==> src/rtl/mmu_pkg.sv <==
// Shared types, constants and helper functions of the matrix multiply unit.
`timescale 1ns / 1ps
`default_nettype none

package mmu_pkg;

  // largest supported matrix dimension
  localparam int MAX_DIM_DEFAULT = 8;

  // field widths fixed by the interface
  localparam int ELEM_W   = 32;
  localparam int DIM_W    = 4;
  localparam int IDX_OUT_W = 3;
  localparam int CFG_IDX_W = 2;
  localparam int PROD_W   = 2 * ELEM_W;
  // room for the sum of up to eight full-scale products
  localparam int ACC_W    = PROD_W + 3;
  localparam int FRAC_W   = 16;

  // configuration register indexes
  localparam logic [CFG_IDX_W-1:0] CFG_ROWS_A    = 2'd0;
  localparam logic [CFG_IDX_W-1:0] CFG_INNER_DIM = 2'd1;
  localparam logic [CFG_IDX_W-1:0] CFG_COLS_B    = 2'd2;
  localparam logic [CFG_IDX_W-1:0] CFG_NUM       = 2'd3;

  typedef enum logic [1:0] {
    ST_LOAD_A,
    ST_LOAD_B,
    ST_COMPUTE
  } state_t;

  // per-step tag carried down the multiply-accumulate pipeline
  typedef struct packed {
    logic                 first;
    logic                 last;
    logic                 run_end;
    logic [IDX_OUT_W-1:0] row;
    logic [IDX_OUT_W-1:0] col;
  } step_t;

  // zero reads as one, anything above the maximum reads as the maximum
  function automatic logic [DIM_W-1:0] clamp_dim(input logic [DIM_W-1:0] v,
                                                 input logic [DIM_W-1:0] max_dim);
    logic [DIM_W-1:0] d;
    begin
      d = v;
      if (d == '0) d = {{(DIM_W-1){1'b0}}, 1'b1};
      if (d > max_dim) d = max_dim;
      return d;
    end
  endfunction

endpackage

`default_nettype wire

==> src/rtl/mmu_mac.sv <==
// Shared multiply-accumulate pipeline with saturation and the output register.
`timescale 1ns / 1ps
`default_nettype none

module mmu_mac (
  input  wire logic                          clk,
  input  wire logic                          rst,
  // step issued this cycle; its operands arrive from the stores next cycle
  input  wire logic                          issue,
  input  wire mmu_pkg::step_t                issue_tag,
  input  wire logic [mmu_pkg::ELEM_W-1:0]    a_data,
  input  wire logic [mmu_pkg::ELEM_W-1:0]    b_data,
  output logic                               stall,
  // result channel
  output logic                               out_valid,
  input  wire logic                          out_ready,
  output logic signed [mmu_pkg::ELEM_W-1:0]  product_value,
  output logic [mmu_pkg::IDX_OUT_W-1:0]      product_row,
  output logic [mmu_pkg::IDX_OUT_W-1:0]      product_col,
  output logic                               saturated,
  output logic                               last_of_run
);

  localparam int SH_W = mmu_pkg::ACC_W - mmu_pkg::FRAC_W;

  logic                              v1, v2, v3;
  mmu_pkg::step_t                    t1, t2, t3;
  logic signed [mmu_pkg::PROD_W-1:0] prod;
  logic signed [mmu_pkg::ACC_W-1:0]  acc;
  logic signed [mmu_pkg::ACC_W-1:0]  acc_next;
  logic signed [SH_W-1:0]            shifted;
  logic                              ovf;
  logic [mmu_pkg::ELEM_W-1:0]        sat_value;
  logic                              load_out;

  // whole pipeline freezes while a finished beat waits
  assign stall    = out_valid && !out_ready;
  assign load_out = v3 && t3.last && !stall;

  // stage 1: operands in the store read registers
  always_ff @(posedge clk) begin
    if (rst) begin
      v1 <= 1'b0;
    end else if (!stall) begin
      v1 <= issue;
    end
  end

  always_ff @(posedge clk) begin
    if (!stall) t1 <= issue_tag;
  end

  // stage 2: product register
  always_ff @(posedge clk) begin
    if (rst) begin
      v2 <= 1'b0;
    end else if (!stall) begin
      v2 <= v1;
    end
  end

  always_ff @(posedge clk) begin
    if (!stall) begin
      t2   <= t1;
      prod <= $signed(a_data) * $signed(b_data);
    end
  end

  // stage 3: accumulator, restarted on the first step of each dot product
  always_comb begin
    acc_next = (t2.first ? '0 : acc) + mmu_pkg::ACC_W'(prod);
  end

  always_ff @(posedge clk) begin
    if (rst) begin
      v3 <= 1'b0;
    end else if (!stall) begin
      v3 <= v2;
    end
  end

  always_ff @(posedge clk) begin
    if (!stall && v2) begin
      acc <= acc_next;
      t3  <= t2;
    end
  end

  // drop fraction bits (floor) and saturate to 32 bits
  always_comb begin
    shifted = SH_W'(acc >>> mmu_pkg::FRAC_W);
    ovf     = (shifted[SH_W-1:mmu_pkg::ELEM_W-1] != '0) &&
              (shifted[SH_W-1:mmu_pkg::ELEM_W-1] != '1);
    if (!ovf) begin
      sat_value = shifted[mmu_pkg::ELEM_W-1:0];
    end else if (shifted[SH_W-1]) begin
      sat_value = {1'b1, {(mmu_pkg::ELEM_W-1){1'b0}}};
    end else begin
      sat_value = {1'b0, {(mmu_pkg::ELEM_W-1){1'b1}}};
    end
  end

  // output register
  always_ff @(posedge clk) begin
    if (rst) begin
      out_valid <= 1'b0;
    end else if (load_out) begin
      out_valid <= 1'b1;
    end else if (out_ready) begin
      out_valid <= 1'b0;
    end
  end

  always_ff @(posedge clk) begin
    if (load_out) begin
      product_value <= sat_value;
      product_row   <= t3.row;
      product_col   <= t3.col;
      saturated     <= ovf;
      last_of_run   <= t3.run_end;
    end
  end

endmodule

`default_nettype wire

==> config.mk <==
export PLATFORM = sky130hd
export DESIGN_NAME = mmu_mac
export DESIGN_NICKNAME = d
export VERILOG_FILES = /design/src/rtl/mmu_pkg.sv /design/src/rtl/mmu_mac.sv
export SDC_FILE = /design/constraint.sdc
export NUM_CORES = 2
export LEC_CHECK = 0
export ABC_AREA = 1
export BUFFER_PORTS_ARGS = -buffer_cell sky130_fd_sc_hd__buf_2
export CORE_AREA = 2 2 380 457
export CTS_BUF_LIST = sky130_fd_sc_hd__clkbuf_4 sky130_fd_sc_hd__clkbuf_8
export CTS_CLUSTER_DIAMETER = 80
export DETAILED_ROUTE_END_ITERATION = 10
export DIE_AREA = 0 0 382 459
export HOLD_SLACK_MARGIN = 0.06
export PLACE_DENSITY = 0.54
export SLEW_MARGIN = 15
export SYNTH_ARGS = -nofsm -noshare
export SYNTH_HDL_FRONTEND = slang
export SYNTH_SLANG_ARGS = --single-unit
==> constraint.sdc <==
create_clock -name clk -period 11 [get_ports clk]
set_input_delay 1.1 -clock clk [delete_from_list [all_inputs] [get_ports clk]]
set_output_delay 1.1 -clock clk [all_outputs]
set_load 0.01 [all_outputs]
==> results.cfg <==
[outcome]
status = complete, no violations

[sta]
max_slew.worst_pin.slew_ns = 1.14
drv_slew = 0
fmax_ghz = 0.115
worst_slack_ns = 2.27
rsz0062_at_grt = false
timing.final.crit_share_pct = 79.4
finalSetupViolCount = 0
timing.max_slew.rel_slack_pct = 24.0
min_period_ns = 8.73
finalSetupTns_ns = 0
final_hold_viol_count = 0
timing.clock.skew_ns = 0.0511

[hold_path]
holdPathStages = 0
worst_hold_startpoint = t2[4]
min_delay_worst_endpoint = t3[4]
hp-class = flip-flop to flip-flop

[yosys]
netlist-cell-type-count = 40
synth_top_cell_by_area = sky130_fd_sc_hd__fa_1
synthesis.instances = 6537
synth.top_cells.by_area = sky130_fd_sc_hd__fa_1, sky130_fd_sc_hd__inv_1, sky130_fd_sc_hd__nand2_1
postSynthNetCount = 7947
synth-seq-cells = 201
synth_area_per_cell_um2 = 7.81
syn_area_um2 = 51100
synth.yosys.warnings = 0
ys_seq_area_share_pct = 11.7
post-synth-top-area-fraction_pct = 42.5

[routing]
drt_wl_total_um = 167000
drt_first_iter_violations = 2597
residual_drc_count = 0
drt_pass_1_iters = 7
average_detailed_routed_wire_length_per_instance_um = 18.9
antenna_left = 0
routed_via_density = 4.57
route.vias.total = 40399

[setup_path]
worst_ep_required_time_ns = 11.38
worst_reg_to_reg_setup_slack_ns = 7.39
critical_path_arrival_ns = 9.10
end_kind = flip-flop
worst_setup_path_start_kind = input port
crit_fanout = 32
crit-reg2reg-launch = t2[8]
critical_path.startpoint = b_data[5]
worstReg2RegEnd = acc[64]
crit_type = input port to flip-flop
reg2regPathDepth = 17

[grt]
grt_antenna_before_repair = 11
grt_start_max_net_pins = 76
global_route.usage.total_pct = 19.3
grt_first_pass_wirelength_um = 260000
grt_pass1_vias = 44144
grt_remaining_overflow = 0

[clocking]
post_cts_resized = 0
ctsRootBufferMaster = sky130_fd_sc_hd__clkbuf_8
largest_buffer_count_on_any_clock_path = 3
htreeDepth = 2
path_clk_slew_ns = 0.07
num_cts_buffers = 40
post_cts.repair.setup_buffers = 0
cts_num_sinks = 201
worstSkewPairLatency_ns = 0.63
cts_hold_buf = 0
cts_tree = done

[cells_and_area]
fill_cell_count = 18441
layout.cells.most_common_list = sky130_fd_sc_hd__inv_1, sky130_fd_sc_hd__nand2_1, sky130_fd_sc_hd__fa_1
finalCoreUtilization_pct = 31.9
layout_commonest_cell = sky130_fd_sc_hd__inv_1
design.final.nets = 7936
syn2layout_area_growth_pct = 7.34
layout-drive-gt1-share_pct = 4.67

[floorplanning]
floorplan.die.width_um = 382
top_ports = 119
core_region_area_um2 = 172000
std_cell_rows = 167
die_area_um2 = 175000
start_util_pct = 29.8
die-height_um = 459

[placement]
place_congestion = 0.974
post_detail_place_hpwl_um = 138000
place_worst_setup_slack_ns = 1.53
port-buffer-count = 118

[flow_run]
max_cap_viol_count = 0
cell families after synthesis:
| family | synth area share, % |
|---|---|
| AND/OR/NAND/NOR | 19.2 |
| XOR/XNOR | 1.30 |
| adder cells (fa/ha/maj) | 48.6 |
| flip-flops | 11.7 |
| AO/OA/AOI/OAI | 3.19 |
| buffers and inverters | 16.0 |
per-layer routing:
metal | track usage (%) | vias up | wire length, µm
li1 | - | 18543 | -
met1 | 24.4 | 20386 | 69700
met2 | 34.9 | 1168 | 83700
met3 | 1.89 | 288 | 7940
met4 | 5.38 | 14 | 5320
met5 | 0 | - | 86
layout make-up:
| cell class | count | area [µm²] | share of cell area, % |
|---|---|---|---|
| multi-input cells | 4169 | 36900 | 67.4 |
| inverters | 1960 | 7360 | 13.4 |
| flip-flops and latches | 201 | 6000 | 10.9 |
| well taps | 2281 | 2850 | 5.21 |
| repair buffers | 154 | 861 | 1.57 |
| clock buffers | 50 | 632 | 1.15 |
| clock inverters | 22 | 180 | 0.329 |
| diodes | 1 | 2.50 | 0.00457 |
how the worst max path moves through the flow:
stage	to	slack, ns	cells after the start
after floorplan	prod[62]	2.98	27
after global placement	prod[62]	1.55	27
after detailed placement	prod[62]	1.53	27
after CTS	prod[62]	2.20	27
after global routing	prod[51]	1.74	27
final	prod[62]	2.27	27
registers in the layout, summed over array words and instances (netlist names):
signal         cells
product_col        3
v3                 1
t2                 9
t1                 9
v2                 1
t3                 8
saturated          1
last_of_run        1
v1                 1
product_value     32
product_row        3
prod              64
out_valid          1
acc               67
synthesized netlist by cell type:
cell type,instances
sky130_fd_sc_hd__a21boi_0,2
sky130_fd_sc_hd__a21o_1,5
sky130_fd_sc_hd__a21oi_1,145
sky130_fd_sc_hd__a21oi_2,4
sky130_fd_sc_hd__a31oi_1,1
sky130_fd_sc_hd__and2_1,3
sky130_fd_sc_hd__buf_1,1
sky130_fd_sc_hd__buf_2,4
sky130_fd_sc_hd__clkbuf_1,199
sky130_fd_sc_hd__clkbuf_2,2
sky130_fd_sc_hd__clkbuf_4,1
sky130_fd_sc_hd__clkinv_1,3
sky130_fd_sc_hd__dfxtp_1,4
sky130_fd_sc_hd__edfxtp_1,197
sky130_fd_sc_hd__fa_1,1083
sky130_fd_sc_hd__ha_1,250
sky130_fd_sc_hd__inv_1,1955
sky130_fd_sc_hd__inv_2,2
sky130_fd_sc_hd__nand2_1,1847
sky130_fd_sc_hd__nand2_2,42
sky130_fd_sc_hd__nand2_4,1
sky130_fd_sc_hd__nand3_1,119
sky130_fd_sc_hd__nand3_2,4
sky130_fd_sc_hd__nand3b_1,2
sky130_fd_sc_hd__nand4_1,48
sky130_fd_sc_hd__nor2_1,348
sky130_fd_sc_hd__nor2_2,14
sky130_fd_sc_hd__nor2_4,2
sky130_fd_sc_hd__nor3_1,19
sky130_fd_sc_hd__nor4_1,14
sky130_fd_sc_hd__o211ai_1,1
sky130_fd_sc_hd__o21a_1,1
sky130_fd_sc_hd__o21ai_0,81
sky130_fd_sc_hd__o21ai_1,2
sky130_fd_sc_hd__o21ai_2,11
sky130_fd_sc_hd__o21bai_1,37
sky130_fd_sc_hd__o22ai_1,1
sky130_fd_sc_hd__or2_2,6
sky130_fd_sc_hd__xnor2_1,8
sky130_fd_sc_hd__xor2_1,68
critical path, cell delays in order:
cell                       delay [ns]
sky130_fd_sc_hd__buf_2           0.68
sky130_fd_sc_hd__nand2_1         0.28
sky130_fd_sc_hd__inv_1           0.16
sky130_fd_sc_hd__fa_1            0.39
sky130_fd_sc_hd__inv_1           0.21
sky130_fd_sc_hd__fa_1            0.56
sky130_fd_sc_hd__fa_1            0.52
sky130_fd_sc_hd__inv_1           0.10
sky130_fd_sc_hd__fa_1            0.65
sky130_fd_sc_hd__inv_1           0.47
sky130_fd_sc_hd__fa_1            0.63
sky130_fd_sc_hd__inv_1           0.06
sky130_fd_sc_hd__fa_1            0.53
sky130_fd_sc_hd__inv_1           0.05
sky130_fd_sc_hd__fa_1            0.46
sky130_fd_sc_hd__fa_1            0.51
sky130_fd_sc_hd__inv_1           0.04
sky130_fd_sc_hd__ha_1            0.38
sky130_fd_sc_hd__a21oi_1         0.23
sky130_fd_sc_hd__a21boi_0        0.33
sky130_fd_sc_hd__o21ai_0         0.23
sky130_fd_sc_hd__nand2_1         0.10
sky130_fd_sc_hd__nand2_1         0.05
sky130_fd_sc_hd__a21oi_1         0.15
sky130_fd_sc_hd__nand2_1         0.07
sky130_fd_sc_hd__nand2_1         0.06
sky130_fd_sc_hd__nand2_1         0.05
through the flow:
step | cells | instance area [µm²] | hold slack [ns]
detailed placement | 8765 | 54000 | 0.405
CTS | 8837 | 54800 | 0.419
global route | 8838 | 54800 | 0.425
finish | 8838 | 54800 | 0.416
floorplan | 6537 | 51100 | 0.400
global placement | 8765 | 54000 | 0.402
Power is left out: the tool's default activity adds up to more than one toggle a clock period on the data nets, which glitch-free logic cannot reach.
